[src/rtl/pud_pkg.sv]
// Shared constants, types and hex helpers for the percent unescape decoder.
package pud_pkg;

    localparam int UNIT_W     = 16;
    localparam int HOLD_DEPTH = 6;
    localparam int CNT_W      = 3;

    localparam logic [UNIT_W-1:0] UNIT_PERCENT = 16'h0025;
    localparam logic [UNIT_W-1:0] UNIT_LOWER_U = 16'h0075;

    localparam logic [CNT_W-1:0] LONG_FORM_LEN  = 3'd6;
    localparam logic [CNT_W-1:0] SHORT_FORM_LEN = 3'd3;

    // number of held units consumed by one decision
    localparam logic [CNT_W-1:0] DROP_ONE   = 3'd1;
    localparam logic [CNT_W-1:0] DROP_THREE = 3'd3;
    localparam logic [CNT_W-1:0] DROP_SIX   = 3'd6;

    // controller to datapath
    typedef struct packed {
        logic load;   // take the input item into the hold buffer
        logic step;   // carry out the current decision and emit its item
    } pud_cmd_t;

    // datapath to controller
    typedef struct packed {
        logic emit;     // the head of the buffer is decided and yields an item
        logic done;     // nothing more can be decided for this item
        logic out_free; // the output register can take an item this cycle
    } pud_stat_t;

    function automatic logic hex_ok(input logic [UNIT_W-1:0] u);
        return (u >= 16'h0030 && u <= 16'h0039) ||
               (u >= 16'h0041 && u <= 16'h0046) ||
               (u >= 16'h0061 && u <= 16'h0066);
    endfunction

    // valid only where hex_ok holds
    function automatic logic [3:0] hex_val(input logic [UNIT_W-1:0] u);
        logic [3:0] v;
        if (u <= 16'h0039)
            v = u[3:0];
        else
            v = u[3:0] + 4'd9;
        return v;
    endfunction

endpackage

[src/rtl/percent_unescape_decoder.sv]
// Top level of the percent unescape decoder: controller plus datapath.
//
// Decodes a stream of 16-bit code units with percent escapes ("%XX" and
// "%uXXXX") into the unescaped stream.
// Input channel s_*: one code unit per item, s_tlast on the final unit of a
// string. Output channel m_*: one decoded unit per item, m_tlast on the final
// result of a string. A string's final input item flushes every held unit.
// Up to five units are held while an escape is still undecided; a failed
// escape emits '%' and rescans the units after it.
// Each item is taken in the idle state; the shared decode logic then makes
// one decision per cycle while the output register can take a result, and
// the item is closed once nothing more can be decided for it. The first
// result reaches m_tvalid through the controller state and the output register.
// Reset empties the hold buffer and the output register and leaves the block
// ready for input. A stall on m_tready holds the output item and the decision
// in progress; s_tready stays low until the item's last result has entered
// the output register.
module percent_unescape_decoder import pud_pkg::*;
(
    input  logic        clk,
    input  logic        rst_n,
    input  logic        s_tvalid,
    output logic        s_tready,
    input  logic [15:0] s_tdata,  // [15:0] code_unit
    input  logic        s_tlast,  // is_last
    output logic        m_tvalid,
    input  logic        m_tready,
    output logic [15:0] m_tdata,  // [15:0] out_unit
    output logic        m_tlast   // out_last
);

    pud_cmd_t  cmd;
    pud_stat_t stat;

    // sequencing of accept and decision steps
    pud_ctrl u_ctrl (
        .clk      (clk),
        .rst_n    (rst_n),
        .s_tvalid (s_tvalid),
        .s_tready (s_tready),
        .stat     (stat),
        .cmd      (cmd)
    );

    // hold buffer, decode and output register
    pud_datapath u_datapath (
        .clk       (clk),
        .rst_n     (rst_n),
        .in_unit   (s_tdata),
        .in_last   (s_tlast),
        .cmd       (cmd),
        .stat      (stat),
        .out_valid (m_tvalid),
        .out_ready (m_tready),
        .out_unit  (m_tdata),
        .out_last  (m_tlast)
    );

endmodule

[src/rtl/pud_ctrl.sv]
// Controller state machine: accepts one item, then steps decisions until none is left.
module pud_ctrl import pud_pkg::*;
(
    input  logic      clk,
    input  logic      rst_n,
    input  logic      s_tvalid,
    output logic      s_tready,
    input  pud_stat_t stat,
    output pud_cmd_t  cmd
);

    localparam logic ST_IDLE = 1'b0;
    localparam logic ST_SCAN = 1'b1;

    logic state_reg;
    logic state_next;

    assign s_tready = (state_reg == ST_IDLE);

    always_comb
    begin
        cmd.load   = 1'b0;
        cmd.step   = 1'b0;
        state_next = state_reg;
        case (state_reg)
            ST_IDLE:
            begin
                if (s_tvalid)
                begin
                    cmd.load   = 1'b1;
                    state_next = ST_SCAN;
                end
            end
            ST_SCAN:
            begin
                // hold while the output register is occupied
                if (stat.done)
                    state_next = ST_IDLE;
                else if (stat.emit && stat.out_free)
                    cmd.step = 1'b1;
            end
            default:
            begin
                state_next = ST_IDLE;
            end
        endcase
    end

    always_ff @(posedge clk or negedge rst_n)
    begin
        if (!rst_n)
            state_reg <= ST_IDLE;
        else
            state_reg <= state_next;
    end

endmodule

[src/rtl/pud_datapath.sv]
// Datapath: hold buffer, escape decision logic and output register.
module pud_datapath import pud_pkg::*;
(
    input  logic              clk,
    input  logic              rst_n,
    input  logic [UNIT_W-1:0] in_unit,
    input  logic              in_last,
    input  pud_cmd_t          cmd,
    output pud_stat_t         stat,
    output logic              out_valid,
    input  logic              out_ready,
    output logic [UNIT_W-1:0] out_unit,
    output logic              out_last
);

    logic [UNIT_W-1:0] held_reg  [HOLD_DEPTH];
    logic [UNIT_W-1:0] held_next [HOLD_DEPTH];
    logic [CNT_W-1:0]  cnt_reg;
    logic [CNT_W-1:0]  cnt_next;
    logic              last_reg;
    logic [UNIT_W-1:0] out_unit_reg;
    logic              out_last_reg;
    logic              out_valid_reg;

    logic [UNIT_W-1:0] emit_val;
    logic [CNT_W-1:0]  drop;
    logic [CNT_W-1:0]  cnt_after;
    logic              long_ok;
    logic              short_ok;
    logic              dec_emit;
    logic              dec_done;
    logic              slot_free;

    assign long_ok  = hex_ok(held_reg[2]) && hex_ok(held_reg[3]) &&
                      hex_ok(held_reg[4]) && hex_ok(held_reg[5]);
    assign short_ok = hex_ok(held_reg[1]) && hex_ok(held_reg[2]);

    // decide the head of the buffer; entries at or above the count are not looked at
    always_comb
    begin
        dec_emit = 1'b0;
        dec_done = 1'b0;
        emit_val = UNIT_PERCENT;
        drop     = DROP_ONE;
        if (cnt_reg == '0)
            dec_done = 1'b1;
        else if (held_reg[0] != UNIT_PERCENT)
        begin
            dec_emit = 1'b1;
            emit_val = held_reg[0];
        end
        else if (cnt_reg < 3'd2)
        begin
            dec_emit = last_reg;
            dec_done = !last_reg;
        end
        else if (held_reg[1] == UNIT_LOWER_U)
        begin
            if (cnt_reg < LONG_FORM_LEN)
            begin
                dec_emit = last_reg;
                dec_done = !last_reg;
            end
            else
            begin
                dec_emit = 1'b1;
                if (long_ok)
                begin
                    emit_val = {hex_val(held_reg[2]), hex_val(held_reg[3]),
                                hex_val(held_reg[4]), hex_val(held_reg[5])};
                    drop     = DROP_SIX;
                end
            end
        end
        else if (cnt_reg < SHORT_FORM_LEN)
        begin
            dec_emit = last_reg;
            dec_done = !last_reg;
        end
        else
        begin
            dec_emit = 1'b1;
            if (short_ok)
            begin
                emit_val = {8'h00, hex_val(held_reg[1]), hex_val(held_reg[2])};
                drop     = DROP_THREE;
            end
        end
    end

    assign cnt_after = cnt_reg - drop;
    assign slot_free = !out_valid_reg || out_ready;
    assign stat      = '{dec_emit, dec_done, slot_free};

    // append on load, shift out the consumed units on step
    always_comb
    begin
        held_next = held_reg;
        cnt_next  = cnt_reg;
        if (cmd.load)
        begin
            for (int i = 0; i < HOLD_DEPTH; i++)
            begin
                if (CNT_W'(i) == cnt_reg)
                    held_next[i] = in_unit;
            end
            cnt_next = cnt_reg + 3'd1;
        end
        else if (cmd.step)
        begin
            case (drop)
                DROP_ONE:
                begin
                    for (int i = 0; i < HOLD_DEPTH - 1; i++)
                        held_next[i] = held_reg[i + 1];
                end
                DROP_THREE:
                begin
                    for (int i = 0; i < HOLD_DEPTH - 3; i++)
                        held_next[i] = held_reg[i + 3];
                end
                DROP_SIX:
                begin
                    held_next = held_reg;
                end
                default:
                begin
                    held_next = held_reg;
                end
            endcase
            cnt_next = cnt_after;
        end
    end

    always_ff @(posedge clk)
    begin
        held_reg <= held_next;
        if (cmd.load)
            last_reg <= in_last;
        if (cmd.step)
        begin
            out_unit_reg <= emit_val;
            out_last_reg <= last_reg && (cnt_after == '0);
        end
    end

    always_ff @(posedge clk or negedge rst_n)
    begin
        if (!rst_n)
        begin
            cnt_reg       <= '0;
            out_valid_reg <= 1'b0;
        end
        else
        begin
            cnt_reg <= cnt_next;
            if (cmd.step)
                out_valid_reg <= 1'b1;
            else if (out_ready)
                out_valid_reg <= 1'b0;
        end
    end

    assign out_valid = out_valid_reg;
    assign out_unit  = out_unit_reg;
    assign out_last  = out_last_reg;

    a_load_has_room: assert property (@(posedge clk) disable iff (!rst_n)
        cmd.load |-> (cnt_reg < LONG_FORM_LEN))
        else $error("item taken with a full hold buffer");

    a_step_needs_slot: assert property (@(posedge clk) disable iff (!rst_n)
        cmd.step |-> (!out_valid_reg || out_ready))
        else $error("item emitted over an untaken output");

    a_last_empties: assert property (@(posedge clk) disable iff (!rst_n)
        (cmd.step && last_reg && (cnt_after == '0)) |=> (cnt_reg == '0 && out_last_reg))
        else $error("final item of a string left units behind");

endmodule

[config.mk]
export PLATFORM = sky130hd
export DESIGN_NAME = percent_unescape_decoder
export DESIGN_NICKNAME = d
export VERILOG_FILES = /design/src/rtl/pud_pkg.sv /design/src/rtl/percent_unescape_decoder.sv /design/src/rtl/pud_ctrl.sv /design/src/rtl/pud_datapath.sv
export SDC_FILE = /design/constraint.sdc
export NUM_CORES = 1
export LEC_CHECK = 0
export ABC_CLOCK_PERIOD_IN_PS = 3900
export BUFFER_PORTS_ARGS = -buffer_cell sky130_fd_sc_hd__buf_2
export CAP_MARGIN = 20
export CORE_ASPECT_RATIO = 1.25
export CORE_MARGIN = 2
export CORE_UTILIZATION = 35
export DETAILED_ROUTE_END_ITERATION = 10
export PLACE_DENSITY_LB_ADDON = 0.05
export SLEW_MARGIN = 25
export SYNTH_ARGS = -nofsm -noshare
export SYNTH_HDL_FRONTEND = slang
export SYNTH_SLANG_ARGS = --single-unit
[constraint.sdc]
create_clock -name clk -period 3.9 [get_ports clk]
set_clock_uncertainty 0.05 [all_clocks]
set_input_delay 0.195 -clock clk [delete_from_list [all_inputs] [get_ports clk]]
set_output_delay 0.195 -clock clk [all_outputs]
set_load 0.02 [all_outputs]
==> results of run 1 <==
==> Yosys cell counts, types with 3 or more instances <==
cell	number
nand2_1	161
clkbuf_1	29
xnor2_1	10
o31ai_1	3
nand4_1	4
nor2_1	68
dfrtp_1	5
a31oi_1	34
buf_1	3
nand2b_1	9
nor4_1	7
or2_2	4
nor2b_1	3
or3_1	3
a211oi_1	21
inv_1	34
o21bai_1	4
or4_1	3
nand3_1	11
a21oi_1	17
nor3_1	11
xor2_1	5
o2111a_1	3
ha_1	24
edfxtp_1	114
o21ai_0	16
==> what timing repair did <==
| item | in CTS | in global routing |
|---|---|---|
| endpoints found under the setup margin | 0 | 0 |
| hold endpoints to repair | 7 | 0 |
| hold buffers | 3 | 0 |
==> power groups by stage <==
stage / clock [mW] / combinational [mW] / sequential [mW]
after floorplan: 0 / 1.43 / 2.78
after global placement: 0 / 2.30 / 2.89
after detailed placement: 0 / 2.32 / 2.90
after CTS: 1.48 / 2.33 / 2.87
after global routing: 1.55 / 2.57 / 2.95
final: 1.46 / 2.32 / 2.88
==> cell families after synthesis <==
logic type,after synthesis,share of synthesized area
AO/OA/AOI/OAI,127,0.134
XOR/XNOR,15,0.0201
adder cells (fa/ha/maj),25,0.0489
buffers and inverters,70,0.0417
flip-flops,119,0.542
multiplexers,3,0.00497
AND/OR/NAND/NOR,305,0.209
==> worst max-delay path, delay by kind of cell, from the launching register on <==
family,cells,cell delay (ps)
AO/OA/AOI/OAI,3,510
buffers and inverters,1,160
flip-flops,1,450
adder cells (fa/ha/maj),3,840
AND/OR/NAND/NOR,6,1590
==> final cells by class <==
class | instances | area (um2)
Inverter | 35 | 131
Clock inverter | 13 | 109
Clock buffer | 18 | 429
Tap cell | 228 | 285
Fill cell | 1773 | 10600
Sequential cell | 119 | 3550
Timing Repair Buffer | 58 | 358
Multi-Input combinational cell | 475 | 2740
==> per-layer routing <==
metal	GRT usage	part of all wire
met1	0.283	0.45
met5	0	0
met4	0.0691	0.022
met3	0.0384	0.045
met2	0.353	0.48
==> path summary, 6_finish.rpt <==
kind | endpoint | slack [ps] | depth (start not counted)
min in group asynchronous | u_ctrl.state_reg | 70 | 2
max in group asynchronous | u_datapath.cnt_reg[1] | 3580 | 2
hold reg to reg | u_datapath.out_valid | 490 | 2
hold / removal | u_datapath.held_reg[35] | 50 | 3
setup reg to reg | u_datapath.cnt_reg[2] | 180 | 13
setup / recovery | u_datapath.cnt_reg[2] | 180 | 13
==> stage by stage <==
| step | hold WS, ps | util | setup WS (ps) |
|---|---|---|---|
| 4_1_cts | 34.7 | 0.417 | 220 |
| 6_report | 47.2 | 0.417 | 181 |
| 2_1_floorplan | -151 | - | 213 |
| 3_5_place_dp | -21.7 | 0.386 | 232 |
| 3_3_place_gp | -26.0 | 0.386 | 367 |
| 5_1_grt | 40.6 | 0.417 | 96.9 |
==> results.md, run 1 <==
- Result of the run: finished, final reports clean
- First-iteration detailed-routing DRC count: ~470
- Critical Path Start Type: register
- Area delta synth->final: 16.1%
- Total power of the final layout: 6.66 mW
- Wire length of the first global-routing pass: 31,200 um
- Post-detailed-route wirelength per cell: between 20 and 25 um
- Floorplan Core Area: 18,200 um2
- Share of the synthesized area in the top cell type: 0.523
- Cell area after synthesis: roughly 6500 um2
- Proportion of layout cells with a drive suffix above 1: 0.142
- Total congestion overflow after global routing: 0
- Number of flip-flops under the largest register name: 96
- Num Clock Sinks: about 120
- Crit share post-route: 0.954
- Starting density of the core: 0.359
- Unrepaired setup endpoints after global routing: no
- Number of vias per cell: around 5.5
- Critical Path Sink Type: register
- Net count reported at finish: 752
- Hold/Removal Path Class: in -> reg
- Synth area leaders: edfxtp_1 (52%), nand2_1 (9.2%), ha_1 (4.6%)
- Number of standard cells in the layout, taps in and fillers out: 946
- Category of the most critical setup path: reg -> reg
- Mean Syn Cell Area: between 9 and 10 um2
- Initial DRT Pass Iterations: 6
- YS warnings: 0
- Setup violators final: 0
- Combinational cell fraction of total power: 0.348
- Row Count: 55
- Worst path max stage delay: 490 ps
- Dpl hpwl: 14,600 um
- Maximum vdd ir drop: 0.314 mV
- Last weighted congestion value of the routability-driven placer: roughly 0.9
- Async set-or-reset flop fraction in the synthesized netlist: 0.0420
- Internal Dissipation: 3.97 mW
- Diode insertion count for antenna repair: 0
- Number of buffers on the longest clock path: 2
- Number of hold violations in the final report: 0
- Slowest stage cell, crit path: nor4_1
- Clk pin slew, worst setup/hold paths: 60 ps
- Startpoint of the worst hold path: s_tdata[3]
- Worst slew pin tran: a little under 900 ps
- Total Die Area: 19,800 um2
- Origin of the worst setup path: u_datapath.held_reg[48]
- Overall die height: 157 um
- Skew-Pair Late Insertion Delay: 420 ps
- Seq pwr share: 0.433
- All-layer global routing usage: 0.213
- Clock Power Share: 0.219
- Critical path required time: 4150 ps
- Leading area contributor after synthesis: edfxtp_1
- Number of flip-flops and latches in the synthesized netlist: roughly 120
- Most common cell after layout, fill and taps aside: nand2_1
- Buffer type at the clock tree root: clkbuf_16
- Post-route ant nets: 0
- CTS buffer count: 17
- Vias in the first global route: just over 5k
- Leak: 3.08 nW
- # resized after CTS: 0
- Final Critical Period: 3720 ps
- DRC Markers: 0
- Number of synthesized flops with an enable pin: 114
- Die width: 126 um
- Number of pins exceeding their max-slew limit in the final report: 0
- Switching fraction of total power: 0.404
- Top FF cell, synth: edfxtp_1
- DP Area: approximately 7000 um2
- Detailed-route wire length: about 20,000 um
- Number of violations of the max-capacitance limit: 0
- Pwr per Cell Area: 875 nW/um2
- Number of buffers inserted by port buffering: 39
- Highest-count cells in the layout ignoring fill and taps: nand2_1 (161), edfxtp_1 (114), nor2_1 (67)
- Pin count of the biggest net entering global routing: 81
- # H-tree levels: 4
- Critical path fanouts, max: 5
- Antenna violations before repair: 0
- Post-route cell area: 7600 um2
- TritonCTS clock tree: built
- Setup total negative slack: 0 ps
- Cell occurring most often along the worst timing path: ha_1
- Cells along the critical path: inv_1 -> ha_1 -> nand2b_1 -> a21oi_1 -> o32a_1 -> nor4_1 -> nand3_2 -> or2_2 -> ha_1 -> fa_1 -> nand2_1 -> o32ai_1 -> or3b_1
- Portion of the post-synthesis area used by sequential elements: 0.542
- Headroom to the max-slew limit: 0.422
- DP Cell Count: 912
- Postcts setup bufs: 0
- Count of mapped cells out of synthesis: 664
- Net count of the mapped netlist: 710
- Via count: 5,247
- P_sw: 2.69 mW
- Data arrival time of the critical path: 3970 ps
- Max Freq: 269 MHz
- Count of distinct cell types in the synthesized netlist: 69
- Count of pins on the block boundary: 40
- Source of the worst register-to-register timing path: u_datapath.held_reg[48]
Note: power is estimated with default switching activity, not from simulation.
==> inputs of run 2 (changes only) <==
--- a/config.mk
+++ b/config.mk
@@ -16,4 +16,5 @@
 export SLEW_MARGIN = 25
 export SYNTH_ARGS = -nofsm -noshare
 export SYNTH_HDL_FRONTEND = slang
+export SYNTH_HIERARCHICAL = 1
 export SYNTH_SLANG_ARGS = --single-unit
==> results.md, run 2 <==
- Worst slew pin tran: 868 ps (+1.27 ps)
- Total power of the final layout: 7.16 mW (+7.6%)
- Number of pins exceeding their max-slew limit in the final report: 0 (unchanged)
- Floorplan Core Area: 20,000 um2 (+9.8%)
- Final Critical Period: 3790 ps (+67.5 ps)
- Number of violations of the max-capacitance limit: 0 (unchanged)
- Starting density of the core: 0.355 (-0.00403)
- Number of vias per cell: 5.55 (about the same)
- Clk pin slew, worst setup/hold paths: 60 ps (about the same)
- Count of distinct cell types in the synthesized netlist: 77 (+12%)
- Dominant cell by count in the synthesized netlist: edfxtp_1
- Setup violators final: 0 (unchanged)
- Setup total negative slack: 0 ps (unchanged)
- Pwr per Cell Area: 860 nW/um2 (-1.7%)
- Maximum vdd ir drop: 0.346 mV (+10%)
- Number of hold violations in the final report: 0 (unchanged)
- Count of pins on the block boundary: 40 (unchanged)
- Number of flip-flops and latches in the synthesized netlist: 119 (unchanged)
- Cell area after synthesis: 7110 um2 (+8.6%)
- Total Die Area: 21,500 um2 (+8.3%)
- Leak: 3.17 nW (+3.0%)
- Proportion of layout cells with a drive suffix above 1: 0.176 (+0.0344)
- Leading area contributor after synthesis: edfxtp_1
- Most common cell after layout, fill and taps aside: edfxtp_1
- # H-tree levels: 4 (unchanged)
- Detailed-route wire length: 22,100 um (+7.8%)
- Fill cells: 2,026 (+14%)
- Share of the synthesized area in the top cell type: 0.481 (-0.0414)
- Portion of the post-synthesis area used by sequential elements: 0.499 (-0.0429)
- Headroom to the max-slew limit: 0.420 (-0.00207)
- All-layer global routing usage: 0.212 (-0.000728)
- Total congestion overflow after global routing: 0 (unchanged)
- Dpl hpwl: 16,500 um (+13%)
- Count of mapped cells out of synthesis: 684 (+3.0%)
- Postcts setup bufs: 0 (unchanged)
- Data arrival time of the critical path: 4080 ps (+110 ps)
- Diode insertion count for antenna repair: 0 (unchanged)
- YS warnings: 6 (+6)
- Last weighted congestion value of the routability-driven placer: 0.962 (+6.7%)
- Highest routing layer actually used: met4
- Row Count: 58 (+5.5%)
- Top FF cell, synth: edfxtp_1
- Antenna violations before repair: 0 (unchanged)
- Hold/Removal Path Class: in -> reg
- Max Freq: 264 MHz (-1.8%)
- Overall die height: 163 um (+4.1%)
- Met2 layer wire length in the routed design: 10,400 um (+5.0%)
- Pin count of the biggest net entering global routing: 72 (-11%)
- Number of synthesized flops with an enable pin: 114 (unchanged)
- Post-detailed-route wirelength per cell: 21.7 um (+0.16%)
- Synth area leaders: edfxtp_1 (48%), ha_1 (4.2%), inv_1 (3.5%)
- Met1 Routed Length: 10,200 um (+11%)
- Area delta synth->final: 17.1%
- Layout Utilization: 0.416 (-0.00134)
- Net count reported at finish: 781 (+3.9%)
- CTS buffer count: 17 (unchanged)
- Critical Path Sink Type: register
- Vias in the first global route: 5,577 (+8.0%)
- Number of flip-flops under the largest register name: 96 (unchanged)
- Result of the run: finished, final reports clean
- Wire length of the first global-routing pass: 34,200 um (+9.5%)
- Die width: 131 um (+4.1%)
- Skew-Pair Late Insertion Delay: 420 ps (about the same)
- Net count of the mapped netlist: 730 (+2.8%)
- Crit share post-route: 0.971 (+0.0173)
- Highest-count cells in the layout ignoring fill and taps: edfxtp_1 (114), inv_1 (67), nor2_1 (62)
- Async set-or-reset flop fraction in the synthesized netlist: 0.0420 (unchanged)
- Post-route cell area: 8320 um2 (+9.5%)
- DP Area: 7690 um2 (+9.3%)
- Met3 wirelength from detailed routing: 987 um (+6.1%)
- Initial DRT Pass Iterations: 5 (-1)
- Category of the most critical setup path: reg -> reg
- Number of buffers on the longest clock path: 2 (unchanged)
- First-iteration detailed-routing DRC count: 466 (-1.5%)
- Number of buffers inserted by port buffering: 39 (unchanged)
- Critical path required time: 4190 ps (+40 ps)
- Critical Path Start Type: register
- Critical path fanouts, max: 6 (+1)
- DRC Markers: 0 (unchanged)
- Via count: 5,648 (+7.6%)
- Num Clock Sinks: 119 (unchanged)
- TritonCTS clock tree: built
- Post-route ant nets: 0 (unchanged)
- Mean Syn Cell Area: 10.4 um2 (+5.4%)
- Buffer type at the clock tree root: clkbuf_16
- Post-synth top cells: edfxtp_1 (114), inv_1 (67), nor2_1 (62), o21ai_0 (49), nand2_1 (45)
## run 2: worst paths after layout
check	startpoint	to	slack, ps	depth (start not counted)
worst max-delay path	u_datapath/held_reg[59]	u_datapath/cnt_reg[1]	110	9
worst min-delay path	s_tdata[10]	u_datapath/held_reg[10]	30	3
worst max register to register	u_datapath/held_reg[59]	u_datapath/cnt_reg[1]	110	9
worst min register to register	u_datapath/out_valid	u_datapath/out_valid	480	2
max in group asynchronous	rst_n	u_datapath/cnt_reg[2]	3590	2
min in group asynchronous	rst_n	u_datapath/cnt_reg[0]	70	2
## run 2: logic make-up after synthesis
kind of cell,Yosys count,share of synthesized area
adders and majority gates,25,0.0450
muxes,5,0.00721
xor gates and xnor gates,15,0.0185
buffers and inverters,105,0.0635
AOI/OAI and AO/OA,167,0.177
and+or+nand+nor,248,0.190
DFF,119,0.499
## run 2: per-layer routing
layer,vias to the layer above,global-route usage
met3,22,0.0326
met4,0,0.0677
met5,-,0
li1,2675,-
met2,171,0.346
met1,2780,0.290
## run 2: cell type report
class	count	area [um2]	area share
sequential	119	3550	0.426
multi-input combinational	460	3140	0.378
timing repair buffer	70	448	0.0538
clock buffer	18	429	0.0516
tap	270	338	0.0406
inverter	67	251	0.0302
clock inverter	14	165	0.0198
## run 2: power by group
group | internal (mW) | total, mW | switching, mW
combinational | 0.917 | 2.59 | 1.68
sequential | 2.36 | 2.96 | 0.598
clock | 0.959 | 1.61 | 0.651
total | 4.24 | 7.16 | 2.92
## run 2: critical path: stages (launching register included)
cell	delay, ps
edfxtp_1	400
or4_4	570
or4_4	550
a2111oi_0	570
a211oi_2	150
nor4_1	340
o21a_1	200
fa_1	470
mux2_2	280
o21ai_0	130
## run 2: per-stage QoR
step / setup slack (ps) / cells / hold WS, ps
global route: -60.1 / 1018 / 49.4
CTS: 206 / 1018 / 19.9
floorplan: 19.6 / 684 / -151
detailed placement: 253 / 983 / -29.4
global placement: 374 / 983 / -23.9
finish: 113 / 1018 / 34.8
## run 2: timing repair
item | CTS | global route
hold buffers | 3 | 0
setup endpoints to repair | 0 | 3
endpoints found under the hold margin | 7 | 0
gates resized for setup | 0 | 2
